===== config.mk =====
export PLATFORM = sky130hd
export DESIGN_NAME = cef_fifo
export DESIGN_NICKNAME = d
export VERILOG_FILES = /design/src/hw/rtl/cef_pkg.sv /design/src/hw/rtl/cef_fifo.sv
export SDC_FILE = /design/constraint.sdc
export NUM_CORES = 1
export LEC_CHECK = 0
export BUFFER_PORTS_ARGS = -buffer_cell sky130_fd_sc_hd__buf_2
export CORE_AREA = 2 2 176 135
export CTS_BUF_LIST = sky130_fd_sc_hd__clkbuf_4 sky130_fd_sc_hd__clkbuf_8
export DETAILED_ROUTE_END_ITERATION = 10
export DIE_AREA = 0 0 178 137
export GPL_TIMING_DRIVEN = 0
export HOLD_SLACK_MARGIN = 0.05
export PLACE_DENSITY = 0.72
export SETUP_SLACK_MARGIN = 0.4
export SYNTH_ARGS = -nofsm -noshare
export SYNTH_HDL_FRONTEND = slang
export SYNTH_SLANG_ARGS = --single-unit

===== constraint.sdc =====
create_clock -name clock -period 3.8 [get_ports clock]
set_input_delay 0.38 -clock clock [delete_from_list [all_inputs] [get_ports clock]]
set_output_delay 0.38 -clock clock [all_outputs]
set_load 0.005 [all_outputs]

===== src/hw/rtl/cef_pkg.sv =====
`timescale 1ns / 1ps

package cef_pkg;

   localparam int unsigned CntW      = 64;
   localparam int unsigned CoreW     = 6;
   localparam int unsigned StatusW   = 2;
   localparam int unsigned NomW      = 24;
   localparam int unsigned CoreCntW  = 7;
   localparam int unsigned CsrIdxW   = 2;
   localparam int unsigned CsrDataW  = 24;
   localparam int unsigned QueueDepth = 2;

   // Register indexes on the configuration channel.
   localparam logic [CsrIdxW-1:0] CSR_NOMINAL_FREQ  = 2'd0;
   localparam logic [CsrIdxW-1:0] CSR_CORE_COUNT    = 2'd1;
   localparam logic [CsrIdxW-1:0] CSR_BLOCK_ENABLED = 2'd2;

   // Result status codes.
   localparam logic [StatusW-1:0] ST_OK       = 2'd0;
   localparam logic [StatusW-1:0] ST_NOT_INIT = 2'd1;
   localparam logic [StatusW-1:0] ST_BAD_CORE = 2'd2;
   localparam logic [StatusW-1:0] ST_ZERO_REF = 2'd3;

   // Item function codes.
   localparam logic FUNC_SNAP = 1'b0;
   localparam logic FUNC_READ = 1'b1;

   // Percent scale, and the largest actual delta that survives the x100 scaling.
   localparam logic [CntW-1:0] PctScale   = 64'd100;
   localparam logic [CntW-1:0] SatLimit   = 64'd184467440737095516;
   localparam int unsigned     ScaleShift = 7;

   // The final divide by 100 retires one hex digit per cycle.
   localparam int unsigned DigitW     = 4;
   localparam int unsigned ScaleSteps = CntW / DigitW;

   typedef struct packed {
      logic [NomW-1:0]     nominal_freq;
      logic [CoreCntW-1:0] core_count;
      logic                block_enabled;
   } cfg_type;

   typedef enum logic [2:0] {
      JOB_DISABLED,
      JOB_BAD_CORE,
      JOB_SNAP,
      JOB_READ,
      JOB_ZERO_REF,
      JOB_COMPUTE
   } job_kind_type;

   typedef struct packed {
      job_kind_type    kind;
      logic [CntW-1:0] delta_actual;
      logic [CntW-1:0] delta_reference;
   } job_type;

   typedef enum logic [2:0] {
      BK_IDLE,
      BK_START,
      BK_DIVIDE,
      BK_MUL_LO,
      BK_MUL_HI,
      BK_SUM,
      BK_SCALE,
      BK_DONE
   } back_state_type;

   typedef struct packed {
      logic            start;
      logic [CntW-1:0] dividend;
      logic [CntW-1:0] divisor;
   } div_req_type;

   typedef struct packed {
      logic            done;
      logic [CntW-1:0] quotient;
   } div_rsp_type;

endpackage


===== src/hw/rtl/cef_fifo.sv =====
`timescale 1ns / 1ps

module cef_fifo #(
   parameter int unsigned DEPTH = 2
) (
   input  logic             clock,
   input  logic             reset,
   input  logic             push_valid,
   output logic             push_ready,
   input  cef_pkg::job_type push_data,
   output logic             pop_valid,
   input  logic             pop_ready,
   output cef_pkg::job_type pop_data
);
   import cef_pkg::*;

   localparam int unsigned PtrW = (DEPTH > 1) ? $clog2(DEPTH) : 1;
   localparam int unsigned CntW = $clog2(DEPTH + 1);

   job_type           slot_ff [DEPTH];
   logic [PtrW-1:0]   wr_ptr_ff, wr_ptr_in;
   logic [PtrW-1:0]   rd_ptr_ff, rd_ptr_in;
   logic [CntW-1:0]   count_ff, count_in;
   logic              push, pop;

   assign push_ready = count_ff != CntW'(DEPTH);
   assign pop_valid  = count_ff != '0;
   assign pop_data   = slot_ff[rd_ptr_ff];
   assign push       = push_valid && push_ready;
   assign pop        = pop_valid && pop_ready;

   always_comb begin
      wr_ptr_in = wr_ptr_ff;
      rd_ptr_in = rd_ptr_ff;
      count_in  = count_ff;
      if (push) begin
         wr_ptr_in = (wr_ptr_ff == PtrW'(DEPTH - 1)) ? '0 : wr_ptr_ff + 1'b1;
      end
      if (pop) begin
         rd_ptr_in = (rd_ptr_ff == PtrW'(DEPTH - 1)) ? '0 : rd_ptr_ff + 1'b1;
      end
      if (push && !pop) begin
         count_in = count_ff + 1'b1;
      end else if (pop && !push) begin
         count_in = count_ff - 1'b1;
      end
   end

   always_ff @(posedge clock) begin
      if (reset) begin
         wr_ptr_ff <= '0;
         rd_ptr_ff <= '0;
         count_ff  <= '0;
      end else begin
         wr_ptr_ff <= wr_ptr_in;
         rd_ptr_ff <= rd_ptr_in;
         count_ff  <= count_in;
      end
   end

   always_ff @(posedge clock) begin
      if (push) begin
         slot_ff[wr_ptr_ff] <= push_data;
      end
   end

endmodule


==> report_table.html <==
<table>
<tr><th>Metric</th><th>Value</th></tr>
<tr><th colspan="2">Outcome</th></tr>
<tr><td>Result of the run</td><td>completed</td></tr>
<tr><th colspan="2">Drt</th></tr>
<tr><td>Final wirelength</td><td>around 22000 um</td></tr>
<tr><td>Post-route DRC</td><td>0</td></tr>
<tr><td>DR WL/cell</td><td>roughly 18 um</td></tr>
<tr><td>DRT iter0 DRCs</td><td>~210</td></tr>
<tr><td>Iteration count of the initial detailed-routing pass</td><td>4</td></tr>
<tr><td>Number of antenna-violating nets in the routed design</td><td>0</td></tr>
<tr><td>Count of vias placed by the detailed router</td><td>5677</td></tr>
<tr><td>Average vias per placed instance</td><td>about 4.7</td></tr>
<tr><th colspan="2">Place</th></tr>
<tr><td>Number of port buffers</td><td>around 270</td></tr>
<tr><td>RD Place Congestion</td><td>about 0.73</td></tr>
<tr><td>Sum of net half-perimeters after detailed placement</td><td>about 13000 um</td></tr>
<tr><th colspan="2">Global route</th></tr>
<tr><td>First-pass GRT wire length</td><td>roughly 32000 um</td></tr>
<tr><td>Initial antenna violation count</td><td>0</td></tr>
<tr><td>Largest net degree at the start of global routing</td><td>69</td></tr>
<tr><td>Via count of the first global-routing pass</td><td>~6300</td></tr>
<tr><td>Gr ovfl total</td><td>0</td></tr>
<tr><td>Overall track demand over capacity in global routing</td><td>~17%</td></tr>
<tr><th colspan="2">Yosys</th></tr>
<tr><td>Leading cell types by count after synthesis</td><td>sky130_fd_sc_hd__edfxtp_1, sky130_fd_sc_hd__mux2_4, sky130_fd_sc_hd__mux2_2</td></tr>
<tr><td>Ys Warns</td><td>0</td></tr>
<tr><td>Distinct cells, synth</td><td>20</td></tr>
<tr><td>Cell with the most instances after synthesis</td><td>sky130_fd_sc_hd__edfxtp_1</td></tr>
<tr><td>Area fraction of the dominant cell type after synthesis</td><td>roughly four fifths</td></tr>
<tr><td>Mapped Avg Cell Area</td><td>~23 um^2</td></tr>
<tr><td>Gate Count Post-Synth</td><td>between 400 and 500</td></tr>
<tr><td>Fraction of the yosys area taken by sequential cells</td><td>roughly four fifths</td></tr>
<tr><td>Synthesized flop and latch total</td><td>between 200 and 300</td></tr>
<tr><td>Synthesized Nets</td><td>between 500 and 600</td></tr>
<tr><td>Fraction of synthesis flops using an asynchronous set or reset pin</td><td>0%</td></tr>
<tr><td>Number of synthesized flops with an enable pin</td><td>~260</td></tr>
<tr><td>Dominant synthesized flop cell</td><td>sky130_fd_sc_hd__edfxtp_1</td></tr>
<tr><td>Cell accounting for the most synthesized area</td><td>sky130_fd_sc_hd__edfxtp_1</td></tr>
<tr><td>Most area-consuming cells after synthesis</td><td>sky130_fd_sc_hd__edfxtp_1, sky130_fd_sc_hd__mux2_4, sky130_fd_sc_hd__mux2_2</td></tr>
<tr><td>Cell area after technology mapping</td><td>between 10000 and 15000 um^2</td></tr>
<tr><th colspan="2">Clock network</th></tr>
<tr><td>Number of buffers inserted during clock tree synthesis</td><td>42</td></tr>
<tr><td>Buffer levels on the longest clock path</td><td>3</td></tr>
<tr><td>H-tree depth reported by CTS</td><td>2</td></tr>
<tr><td>Number of instances resized during post-cts repair</td><td>0</td></tr>
<tr><td>CTS tree</td><td>done</td></tr>
<tr><td>TritonCTS sink count</td><td>approximately 270</td></tr>
<tr><td>Root buffer cell</td><td>sky130_fd_sc_hd__clkbuf_8</td></tr>
<tr><td>CTS clk-pin slew, worst paths</td><td>0.06 ns</td></tr>
<tr><td>Clock latency on the worst-skew pair</td><td>0.52 ns</td></tr>
<tr><th colspan="2">Worst hold path</th></tr>
<tr><td>Path category of the worst min-delay check</td><td>in2reg</td></tr>
<tr><th colspan="2">Final layout</th></tr>
<tr><td>Fraction of layout cells with a size suffix above 1</td><td>a little over half</td></tr>
<tr><td>ANT cells</td><td>0</td></tr>
<tr><td>Filler cell count</td><td>between 1500 and 2000</td></tr>
<tr><td>Final net count</td><td>~1000</td></tr>
<tr><td>Area used by sequential logic in the layout</td><td>7970 um^2</td></tr>
<tr><td>Multi-input gate area</td><td>~1900 um^2</td></tr>
<tr><td>Layout overhead on the synthesized area</td><td>39.0%</td></tr>
<tr><th colspan="2">STA</th></tr>
<tr><td>Minimum clock period</td><td>2.24 ns</td></tr>
<tr><td>Fraction of the cycle the final worst path needs</td><td>59.0%</td></tr>
<tr><td>Number of failing hold endpoints at the final stage</td><td>0</td></tr>
<tr><td>Worst-case hold slack</td><td>around 0.12 ns</td></tr>
<tr><td>Max-slew headroom at the worst pin</td><td>approximately 37%</td></tr>
<tr><td>Count of final setup violators</td><td>0</td></tr>
<tr><td>Max-slew violation count</td><td>0</td></tr>
<tr><td>Highest Clock Rate</td><td>446 MHz</td></tr>
<tr><td>Unrepaired setup endpoints after global routing</td><td>false</td></tr>
<tr><td>Worst clock skew on the final layout</td><td>0.0148 ns</td></tr>
<tr><td>Worst Tran Pin Value</td><td>around 0.94 ns</td></tr>
<tr><td>Setup TNS</td><td>0 ns</td></tr>
<tr><th colspan="2">Floorplan</th></tr>
<tr><td>Total core area</td><td>~23000 um^2</td></tr>
<tr><td>Die outline area</td><td>24400 um^2</td></tr>
<tr><td>Number of standard-cell rows in the floorplan</td><td>48</td></tr>
<tr><td>Effective utilization at floorplan</td><td>44.4%</td></tr>
<tr><td>Ports</td><td>268</td></tr>
<tr><td>Die Ht</td><td>~140 um</td></tr>
<tr><td>Die width</td><td>approximately 180 um</td></tr>
<tr><th colspan="2">Setup path</th></tr>
<tr><td>CP required</td><td>about 4 ns</td></tr>
<tr><td>Top fanout value on the critical path</td><td>about 70</td></tr>
<tr><td>Worst endpoint data arrival time</td><td>roughly 2.4 ns</td></tr>
<tr><td>Startpoint kind of the worst setup timing path</td><td>register</td></tr>
<tr><td>Kind of capture point of the worst setup path</td><td>register</td></tr>
<tr><td>Category of the most critical setup path</td><td>reg2reg</td></tr>
<tr><th colspan="2">Power and ir drop</th></tr>
<tr><td>Peak supply drop</td><td>approximately 0.40 mV</td></tr>
<tr><td>Total power per unit cell area</td><td>between 500 and 600 nW/um^2</td></tr>
<tr><td>Leak</td><td>0.00549 uW</td></tr>
<tr><th colspan="2">Run</th></tr>
<tr><td>Max-capacitance violation count</td><td>0</td></tr>
</table>
cells in the final DEF (no fill, tap or decap), drive strengths merged:
cell type / netlist / final
buf: 15 / 286
clkbuf: 0 / 58
dlygate4sd3: 0 / 131
xor2: 3 / 3
clkinvlp: 0 / 2
dfxtp: 5 / 5
ha: 1 / 1
or3: 1 / 1
o21ai: 2 / 2
mux2: 131 / 131
and2: 1 / 1
a21bo: 1 / 1
a21oi: 2 / 2
or2: 1 / 1
nor2: 3 / 3
nand3b: 1 / 1
edfxtp: 262 / 262
nand2b: 1 / 1
and3: 1 / 1
clkinv: 0 / 18
registers in the layout, summed over array words and instances (netlist names), named ones only:
register   count
count_ff       2
rd_ptr_ff      1
wr_ptr_ff      1
slot_ff      262
power breakdown:
group	total [uW]	internal (uW)	switching [uW]	leakage, uW
logic	2200	1220	985	0.00257
registers	3780	3680	97.2	0.00249
clock network	2270	1210	1060	0.000428
critical path: stages (launching register included):
cell	delay [ns]
sky130_fd_sc_hd__dfxtp_1	0.41
sky130_fd_sc_hd__nand2b_1	0.23
sky130_fd_sc_hd__and3_4	0.82
sky130_fd_sc_hd__buf_16	0.38
layer usage:
layer  up-vias  share of wire, %  global-route usage (%)
met5         -                 0                       0
met4         0               2.3                    6.01
met3        48               8.3                    5.47
met2       242                50                    30.5
met1      2765                39                    19.6
li1       2622                 -                       -
timing repair:
action                                 in CTS  in global routing
setup buffers                               0                  0
hold buffers                              131                  0
endpoints found under the hold margin     262                  0
cells by family (layout without fill, tap and decap cells):
| kind of cell | after synthesis | count (layout) | share of synthesized area, % |
|---|---|---|---|
| flip-flops | 267 | 267 | 79.3 |
| AND/OR/NAND/NOR | 9 | 9 | 0.498 |
| buffers and inverters | 16 | 495 | 1.51 |
| XOR/XNOR | 3 | 3 | 0.261 |
| AO/OA/AOI/OAI | 5 | 5 | 0.299 |
| adder cells (fa/ha/maj) | 1 | 1 | 0.124 |
| multiplexers | 131 | 131 | 18.0 |
area by class of cell:
class / count / area share, %
plain buffers: 15 / 1.06
clock buffers: 58 / 5.09
inverters: 1 / 0.0538
multi-input cells: 149 / 13.9
well taps: 300 / 2.69
flip-flops and latches: 267 / 57.1
clock inverters: 19 / 0.609
repair buffers: 402 / 19.6
final timing paths:
path / end / slack [ns] / cells past startpoint / start
setup / recovery: slot_ff[1][63] / 1.56 / 3 / count_ff[0]
hold / removal: count_ff[1] / 0.12 / 2 / reset
setup reg to reg: slot_ff[1][63] / 1.56 / 3 / count_ff[0]
hold reg to reg: register / 0.53 / 2 / rd_ptr_ff
stage by stage:
step	power [uW]	utilization (%)	cell area (um^2)	setup slack, ns	instances
2_1_floorplan	5120	-	10100	0.772	432
4_1_cts	8340	61.7	14000	1.52	1211
3_5_place_dp	5940	52.4	11900	1.55	1003
3_3_place_gp	5870	52.0	11800	-0.184	999
5_1_grt	8650	61.7	14000	1.38	1211
6_report	8250	61.7	14000	1.56	1211
No activity file was read; power rests on OpenSTA's default activity.
