--- src/hw/rtl/cef_pkg.sv ---
`timescale 1ns / 1ps

package cef_pkg;

   localparam int unsigned CntW      = 64;
   localparam int unsigned CoreW     = 6;
   localparam int unsigned StatusW   = 2;
   localparam int unsigned NomW      = 24;
   localparam int unsigned CoreCntW  = 7;
   localparam int unsigned CsrIdxW   = 2;
   localparam int unsigned CsrDataW  = 24;
   localparam int unsigned QueueDepth = 2;

   // Register indexes on the configuration channel.
   localparam logic [CsrIdxW-1:0] CSR_NOMINAL_FREQ  = 2'd0;
   localparam logic [CsrIdxW-1:0] CSR_CORE_COUNT    = 2'd1;
   localparam logic [CsrIdxW-1:0] CSR_BLOCK_ENABLED = 2'd2;

   // Result status codes.
   localparam logic [StatusW-1:0] ST_OK       = 2'd0;
   localparam logic [StatusW-1:0] ST_NOT_INIT = 2'd1;
   localparam logic [StatusW-1:0] ST_BAD_CORE = 2'd2;
   localparam logic [StatusW-1:0] ST_ZERO_REF = 2'd3;

   // Item function codes.
   localparam logic FUNC_SNAP = 1'b0;
   localparam logic FUNC_READ = 1'b1;

   // Percent scale, and the largest actual delta that survives the x100 scaling.
   localparam logic [CntW-1:0] PctScale   = 64'd100;
   localparam logic [CntW-1:0] SatLimit   = 64'd184467440737095516;
   localparam int unsigned     ScaleShift = 7;

   // The final divide by 100 retires one hex digit per cycle.
   localparam int unsigned DigitW     = 4;
   localparam int unsigned ScaleSteps = CntW / DigitW;

   typedef struct packed {
      logic [NomW-1:0]     nominal_freq;
      logic [CoreCntW-1:0] core_count;
      logic                block_enabled;
   } cfg_type;

   typedef enum logic [2:0] {
      JOB_DISABLED,
      JOB_BAD_CORE,
      JOB_SNAP,
      JOB_READ,
      JOB_ZERO_REF,
      JOB_COMPUTE
   } job_kind_type;

   typedef struct packed {
      job_kind_type    kind;
      logic [CntW-1:0] delta_actual;
      logic [CntW-1:0] delta_reference;
   } job_type;

   typedef enum logic [2:0] {
      BK_IDLE,
      BK_START,
      BK_DIVIDE,
      BK_MUL_LO,
      BK_MUL_HI,
      BK_SUM,
      BK_SCALE,
      BK_DONE
   } back_state_type;

   typedef struct packed {
      logic            start;
      logic [CntW-1:0] dividend;
      logic [CntW-1:0] divisor;
   } div_req_type;

   typedef struct packed {
      logic            done;
      logic [CntW-1:0] quotient;
   } div_rsp_type;

endpackage

--- src/hw/rtl/cef_ifs.sv ---


interface cef_rsp_if;
   import cef_pkg::*;
   logic                valid;
   logic                ready;
   logic [CntW-1:0]     freq_out;
   logic [StatusW-1:0]  status;

   modport source (output valid, freq_out, status, input ready);
   modport sink (input valid, freq_out, status, output ready);
endinterface


--- src/hw/rtl/cef_divider.sv ---
`timescale 1ns / 1ps

module cef_divider (
   input  logic                 clock,
   input  logic                 reset,
   input  cef_pkg::div_req_type div_req,
   output cef_pkg::div_rsp_type div_rsp
);
   import cef_pkg::*;

   localparam int unsigned StepW = $clog2(CntW);

   logic              busy_ff, busy_in;
   logic              done_ff, done_in;
   logic [StepW-1:0]  step_ff;
   logic [CntW-1:0]   rem_ff, quo_ff, dvs_ff;
   logic [CntW:0]     trial;
   logic              fits;

   // Restoring division: one quotient bit per cycle, dividend bits shift out
   // of the top of the quotient register as quotient bits shift in below.
   assign trial = {rem_ff, quo_ff[CntW-1]};
   assign fits  = trial >= {1'b0, dvs_ff};

   always_comb begin
      busy_in = busy_ff;
      done_in = busy_ff && (step_ff == '0);
      if (div_req.start) begin
         busy_in = 1'b1;
      end else if (busy_ff && step_ff == '0) begin
         busy_in = 1'b0;
      end
   end

   always_ff @(posedge clock) begin
      if (reset) begin
         busy_ff <= 1'b0;
         done_ff <= 1'b0;
      end else begin
         busy_ff <= busy_in;
         done_ff <= done_in;
      end
   end

   always_ff @(posedge clock) begin
      if (div_req.start) begin
         rem_ff  <= '0;
         quo_ff  <= div_req.dividend;
         dvs_ff  <= div_req.divisor;
         step_ff <= StepW'(CntW - 1);
      end else if (busy_ff) begin
         rem_ff  <= fits ? CntW'(trial - {1'b0, dvs_ff}) : trial[CntW-1:0];
         quo_ff  <= {quo_ff[CntW-2:0], fits};
         step_ff <= step_ff - 1'b1;
      end
   end

   assign div_rsp.done     = done_ff;
   assign div_rsp.quotient = quo_ff;

endmodule

--- src/hw/rtl/cef_back.sv ---
`timescale 1ns / 1ps

module cef_back (
   input  logic             clock,
   input  logic             reset,
   input  cef_pkg::cfg_type cfg,
   input  cef_pkg::job_type job,
   input  logic             job_valid,
   output logic             job_pop,
   cef_rsp_if.source        rsp
);
   import cef_pkg::*;

   localparam int unsigned RemW  = $clog2(PctScale);
   localparam int unsigned XW    = RemW + DigitW;
   localparam int unsigned StepW = $clog2(ScaleSteps);
   localparam int unsigned HalfW = CntW / 2;
   localparam int unsigned LoW   = NomW + HalfW;

   function automatic logic [DigitW-1:0] hex_digit(input logic [XW-1:0] x);
      logic [DigitW-1:0] d;
      d = '0;
      for (int k = 1; k < (1 << DigitW); k++) begin
         if (x >= XW'(k * int'(PctScale))) begin
            d = DigitW'(k);
         end
      end
      return d;
   endfunction

   function automatic logic [StatusW-1:0] status_of(input job_kind_type kind);
      logic [StatusW-1:0] s;
      unique case (kind)
         JOB_DISABLED: s = ST_NOT_INIT;
         JOB_BAD_CORE: s = ST_BAD_CORE;
         JOB_ZERO_REF: s = ST_ZERO_REF;
         default:      s = ST_OK;
      endcase
      return s;
   endfunction

   back_state_type state_ff, state_in;

   div_req_type div_req;
   div_rsp_type div_rsp;

   logic do_pop, do_start, do_lo, do_hi, do_sum, do_scale, do_out;

   job_type            job_ff;
   logic [LoW-1:0]     prod_lo_ff;
   logic [HalfW-1:0]   prod_hi_ff;
   logic [CntW-1:0]    val_ff;
   logic [RemW-1:0]    rem_ff;
   logic [StepW-1:0]   step_ff;
   logic               rsp_valid_ff, rsp_valid_in;
   logic [CntW-1:0]    rsp_freq_ff;
   logic [StatusW-1:0] rsp_status_ff;

   logic [XW-1:0]      x;
   logic [DigitW-1:0]  digit;
   logic               out_free;

   cef_divider u_div (
      .clock   (clock),
      .reset   (reset),
      .div_req (div_req),
      .div_rsp (div_rsp)
   );

   assign out_free = !rsp_valid_ff || rsp.ready;

   always_comb begin
      state_in = state_ff;
      unique case (state_ff)
         BK_IDLE: begin
            if (job_valid) begin
               state_in = (job.kind == JOB_COMPUTE) ? BK_START : BK_DONE;
            end
         end
         BK_START:  state_in = BK_DIVIDE;
         BK_DIVIDE: begin
            if (div_rsp.done) begin
               state_in = BK_MUL_LO;
            end
         end
         BK_MUL_LO: state_in = BK_MUL_HI;
         BK_MUL_HI: state_in = BK_SUM;
         BK_SUM:    state_in = BK_SCALE;
         BK_SCALE: begin
            if (step_ff == StepW'(ScaleSteps - 1)) begin
               state_in = BK_DONE;
            end
         end
         BK_DONE: begin
            if (out_free) begin
               state_in = BK_IDLE;
            end
         end
         default: state_in = BK_IDLE;
      endcase
   end

   always_comb begin
      do_pop   = 1'b0;
      do_start = 1'b0;
      do_lo    = 1'b0;
      do_hi    = 1'b0;
      do_sum   = 1'b0;
      do_scale = 1'b0;
      do_out   = 1'b0;
      unique case (state_ff)
         BK_IDLE:   do_pop   = job_valid;
         BK_START:  do_start = 1'b1;
         BK_MUL_LO: do_lo    = 1'b1;
         BK_MUL_HI: do_hi    = 1'b1;
         BK_SUM:    do_sum   = 1'b1;
         BK_SCALE:  do_scale = 1'b1;
         BK_DONE:   do_out   = out_free;
         default:   do_pop   = 1'b0;
      endcase
   end

   assign job_pop = do_pop;

   // Percent dividend is delta_actual * 100, kept to 64 bits.
   assign div_req.start    = do_start;
   assign div_req.dividend = (job_ff.delta_actual << 6) + (job_ff.delta_actual << 5)
                           + (job_ff.delta_actual << 2);
   assign div_req.divisor  = job_ff.delta_reference;

   assign x     = {rem_ff, val_ff[CntW-1 -: DigitW]};
   assign digit = hex_digit(x);

   always_ff @(posedge clock) begin
      if (reset) begin
         state_ff <= BK_IDLE;
      end else begin
         state_ff <= state_in;
      end
   end

   always_ff @(posedge clock) begin
      if (do_pop) begin
         job_ff <= job;
      end
      if (do_lo) begin
         prod_lo_ff <= LoW'(cfg.nominal_freq) * LoW'(div_rsp.quotient[HalfW-1:0]);
      end
      if (do_hi) begin
         prod_hi_ff <= HalfW'(HalfW'(cfg.nominal_freq) * div_rsp.quotient[CntW-1:HalfW]);
      end
      if (do_sum) begin
         val_ff  <= CntW'(prod_lo_ff) + {prod_hi_ff, {HalfW{1'b0}}};
         rem_ff  <= '0;
         step_ff <= '0;
      end
      if (do_scale) begin
         val_ff  <= {val_ff[CntW-DigitW-1:0], digit};
         rem_ff  <= RemW'(x - XW'(int'(digit) * int'(PctScale)));
         step_ff <= step_ff + 1'b1;
      end
   end

   always_comb begin
      rsp_valid_in = rsp_valid_ff;
      if (do_out) begin
         rsp_valid_in = 1'b1;
      end else if (rsp.ready) begin
         rsp_valid_in = 1'b0;
      end
   end

   always_ff @(posedge clock) begin
      if (reset) begin
         rsp_valid_ff <= 1'b0;
      end else begin
         rsp_valid_ff <= rsp_valid_in;
      end
   end

   always_ff @(posedge clock) begin
      if (do_out) begin
         rsp_freq_ff   <= (job_ff.kind == JOB_COMPUTE) ? val_ff : '0;
         rsp_status_ff <= status_of(job_ff.kind);
      end
   end

   assign rsp.valid    = rsp_valid_ff;
   assign rsp.freq_out = rsp_freq_ff;
   assign rsp.status   = rsp_status_ff;

endmodule

--- src/flat_wrapper.sv ---
// flat-port wrapper written by rule: the top's interface ports become plain ports
module cef_back_flat import cef_pkg::*;
  (clock, reset, cfg, job, job_valid, job_pop, rsp_valid, rsp_freq_out, rsp_status, rsp_ready);
  cef_rsp_if rsp_i ();
  input  logic clock;
  input  logic reset;
  input  cef_pkg::cfg_type cfg;
  input  cef_pkg::job_type job;
  input  logic job_valid;
  output logic job_pop;
  output wire logic [$bits(rsp_i.valid)-1:0] rsp_valid;
  output wire logic [$bits(rsp_i.freq_out)-1:0] rsp_freq_out;
  output wire logic [$bits(rsp_i.status)-1:0] rsp_status;
  input wire logic [$bits(rsp_i.ready)-1:0] rsp_ready;
  assign rsp_valid = rsp_i.valid;
  assign rsp_freq_out = rsp_i.freq_out;
  assign rsp_status = rsp_i.status;
  assign rsp_i.ready = rsp_ready;
  cef_back u_core (.clock(clock), .reset(reset), .cfg(cfg), .job(job), .job_valid(job_valid), .job_pop(job_pop), .rsp(rsp_i));
endmodule
--- config.mk ---
export PLATFORM = sky130hd
export DESIGN_NAME = cef_back_flat
export DESIGN_NICKNAME = d
export VERILOG_FILES = /design/src/hw/rtl/cef_pkg.sv /design/src/hw/rtl/cef_ifs.sv /design/src/hw/rtl/cef_divider.sv /design/src/hw/rtl/cef_back.sv /design/src/flat_wrapper.sv
export SDC_FILE = /design/constraint.sdc
export NUM_CORES = 2
export LEC_CHECK = 0
export ABC_AREA = 1
export BUFFER_PORTS_ARGS = -buffer_cell sky130_fd_sc_hd__buf_2
export CAP_MARGIN = 30
export CORE_UTILIZATION = 25
export DETAILED_ROUTE_END_ITERATION = 16
export PLACE_DENSITY = 0.37
export SLEW_MARGIN = 15
export SYNTH_ARGS = -nofsm -noshare
export SYNTH_HDL_FRONTEND = slang
export SYNTH_SLANG_ARGS = --single-unit
--- constraint.sdc ---
create_clock -name clock -period 7 [get_ports clock]
set_input_delay 0.7 -clock clock [delete_from_list [all_inputs] [get_ports clock]]
set_output_delay 0.7 -clock clock [all_outputs]
set_load 0.03 [all_outputs]
==> results.toml <==
[run_status]
outcome = "finished, final reports clean"

[worst_setup_path]
critPathLaunch = "u_core.u_div.quo_ff[19]"
cpPeakStageDelay_ns = 0.59
r2r_cells = 28
crit_fanout = 12
critPathKind = "flop to flop"
crit_top_cell = "fa_1"
crit_path_start_kind = "flop"
r2r-start = "u_core.u_div.quo_ff[19]"
r2r-end = "u_core.prod_lo_ff[53]"
crit_end = "u_core.prod_lo_ff[53]"
r2r_setup_slack_ns = 0.19
required_ns = 7.40
critPathCaptureType = "flop"
cp_slowest_cell = "fa_1"
arrival_ns = 7.21

[sta]
finClkSkew_ns = 0.0550
rsz0062_at_grt = "true"
finalSetupViolations = 0
max_freq_ghz = 0.147
tightest_slew_ns = 0.955
fin_crit_sh = 0.973
tns_ns = 0
fin_ws_ns = 0.190
hold_viol = 0
hold_ws_ns = 0.169
report.final.slew_viol_count = 0
min_period_ns = 6.81
slew_headroom = 0.363

[clock_network]
clock-sinks = 562
ctsHoldBuffers = 0
htreeDepth = 3
cts_tree = "built"
clockBufferDepth = 3
clk_latency_ns = 0.69
numCtsBuffers = 74
cts_root_buffer = "clkbuf_16"
path_clk_slew_ns = 0.06

[global_routing]
grt_use_total = 0.167
grt_pass1_vias = 59800
antenna_found_initial = 6
grt_max_degree = 92
grt_pass1_wl_um = 367000
grt_overflow = 0

[drt]
via_per_inst = 4.29
via_count = 55600
dr.pass1.iters = 6
wl_per_cell_um = 18.7
routed_wl_um = 242000
drc = 0
ant_nets = 0
drt_iter0_drc = 2834

[worst_hold_path]
min-delay-start = "job[79]"
hold_path_class = "primary input to flop"

[run]
cap_violations = 0

[floorplan]
rows = 196
die_h_um = 537
core_area_um2 = 285000
die_x_um = 537
start_util = 0.251
fp.dieArea_um2 = 288000
boundaryPins = 235

[yosys]
synthMuxAreaShare = 0
avgSynthCellArea_um2 = 8.27
syn_inst = 8654
ys_types = 55
ys.warnings.count = 0
synth_compound_area_frac = 0.0702
synth_simple_gate_area_frac = 0.159
ys_ff_latch = 562
ys_seq_area_frac = 0.225
synth-xor-area-share = 0.0253
synth_area_um2 = 71500
synth_top_family_by_area = "adder cells"
syn_nets = 10400
synthAdderAreaFrac = 0.385

[placement]
place_ws_ns = -0.495
gp_congestion = 0.864
dpl.hpwl_um = 202000
portBuffers = 224

[final_layout]
nets = 10800
regArea_um2 = 16100
multi_input_area_um2 = 46200
fillers = 30900
final_core_util = 0.294
areaGrowthSynthToFinish_pct = 17.2
drive_gt1_frac = 0.105
[synth_stat cells, drive strengths merged]
library cell / instances / area [um2]
inv: 2212 / 8300
o221ai: 3 / 26.3
a22oi: 1 / 7.51
and3: 1 / 6.26
clkinv: 1 / 3.75
or2: 38 / 238
o21ai: 373 / 1890
o31ai: 5 / 37.5
o21bai: 20 / 150
buf: 57 / 273
a2111oi: 1 / 8.76
a21oi: 350 / 1760
nand3: 183 / 916
nor3: 34 / 170
nor2: 444 / 1680
a211oi: 7 / 52.6
a41oi: 3 / 26.3
o2111a: 1 / 11.3
o2111ai: 3 / 26.3
edfxtp: 486 / 14600
a31oi: 31 / 194
xor2: 117 / 1020
dfxtp: 76 / 1520
xnor2: 90 / 788
nor4: 16 / 106
ha: 426 / 5330
a21boi: 14 / 113
nor3b: 3 / 22.5
o21a: 12 / 90.1
fa: 1108 / 22200
a21o: 43 / 323
o41ai: 1 / 8.76
a31o: 1 / 8.76
o211ai: 29 / 228
a221oi: 5 / 43.8
nand3b: 17 / 128
clkbuf: 294 / 1100
nand2: 2114 / 7940
nand4: 30 / 194
o22ai: 4 / 25.0
[cells by family (layout without fill, tap and decap cells)]
kind of cell	count (synthesis)	count (layout)
other	0	4
buffers and inverters	2564	3080
AO/OA/AOI/OAI	907	907
XOR/XNOR	207	207
flip-flops	562	562
adder cells (fa/ha/maj)	1534	1534
AND/OR/NAND/NOR	2880	2880
[state kept, by name (all words and copies together), names as in the netlist, 4 cells and up]
register and count:
u_core.div_req 64, u_core.job_ff 65, u_core.prod_hi_ff 32, u_core.prod_lo_ff 56
u_core.rem_ff 7, u_core.rsp.freq_out 64, u_core.step_ff 4, u_core.u_div.dvs_ff 64
u_core.u_div.quo_ff 64, u_core.u_div.rem_ff 64, u_core.u_div.step_ff 6, u_core.val_ff 64
[worst max-delay path, delay by kind of cell, from the launching register on]
family                     cells  cell delay (ns)
adders and majority gates      8             3.84
and+or+nand+nor               10             1.03
AOI/OAI and AO/OA              2             0.34
DFF                            1             0.50
buffers and inverters          8             0.79
[through the flow]
step                std cells  instance area, um2
floorplan                8654               71500
global placement        12800               80400
detailed placement      12800               80400
CTS                     12900               83000
global route            12900               83800
finish                  12900               83800
[area by class of cell]
| class | count | share of cell area |
|---|---|---|
| repair buffers | 733 | 0.0714 |
| diodes | 4 | 0.000119 |
| inverters | 2213 | 0.0991 |
| multi-input cells | 5528 | 0.551 |
| clock inverters | 48 | 0.00748 |
| clock buffers | 86 | 0.0226 |
| well taps | 3762 | 0.0561 |
| flip-flops and latches | 562 | 0.192 |
[worst min-delay path by stage]
stage               depth (start not counted)                       to  slack [ns]
finish                                      1        u_core.job_ff[79]        0.17
CTS                                         1       u_core.div_req[40]        0.08
floorplan                                   0   u_core.u_div.dvs_ff[0]        0.40
global route                                1       u_core.div_req[39]        0.11
global placement                            0  u_core.u_div.dvs_ff[37]        0.41
detailed placement                          0  u_core.u_div.dvs_ff[15]        0.40
[metal layers]
metal  share of wire  global-route usage
met1            0.46               0.224
met2            0.49               0.291
met4           0.015              0.0258
met5               0                   0
met3           0.038              0.0181
[layout by cell type, fill, tap and decap left out, types with 29 or more instances in the layout]
cell       count
a21o_1        43
a21oi_1      339
a31oi_1       29
buf_12        71
buf_2        223
buf_4        427
clkbuf_16     81
dfxtp_1       76
edfxtp_1     486
fa_1        1105
ha_1         410
inv_1       2204
nand2_1     2107
nand3_1      179
nand4_1       29
nor2_1       427
nor3_1        31
o21ai_0      318
o21ai_1       47
xnor2_1       90
xor2_1       110
[what timing repair did]
item	in CTS	in global routing
gates cloned	0	7
pin swaps	0	14
gates resized for setup	3	68
endpoints found under the setup margin	16	31
buffers inserted	7	18
Power is left out: the tool's default activity adds up to more than one toggle a clock period on the data nets, which glitch-free logic cannot reach.
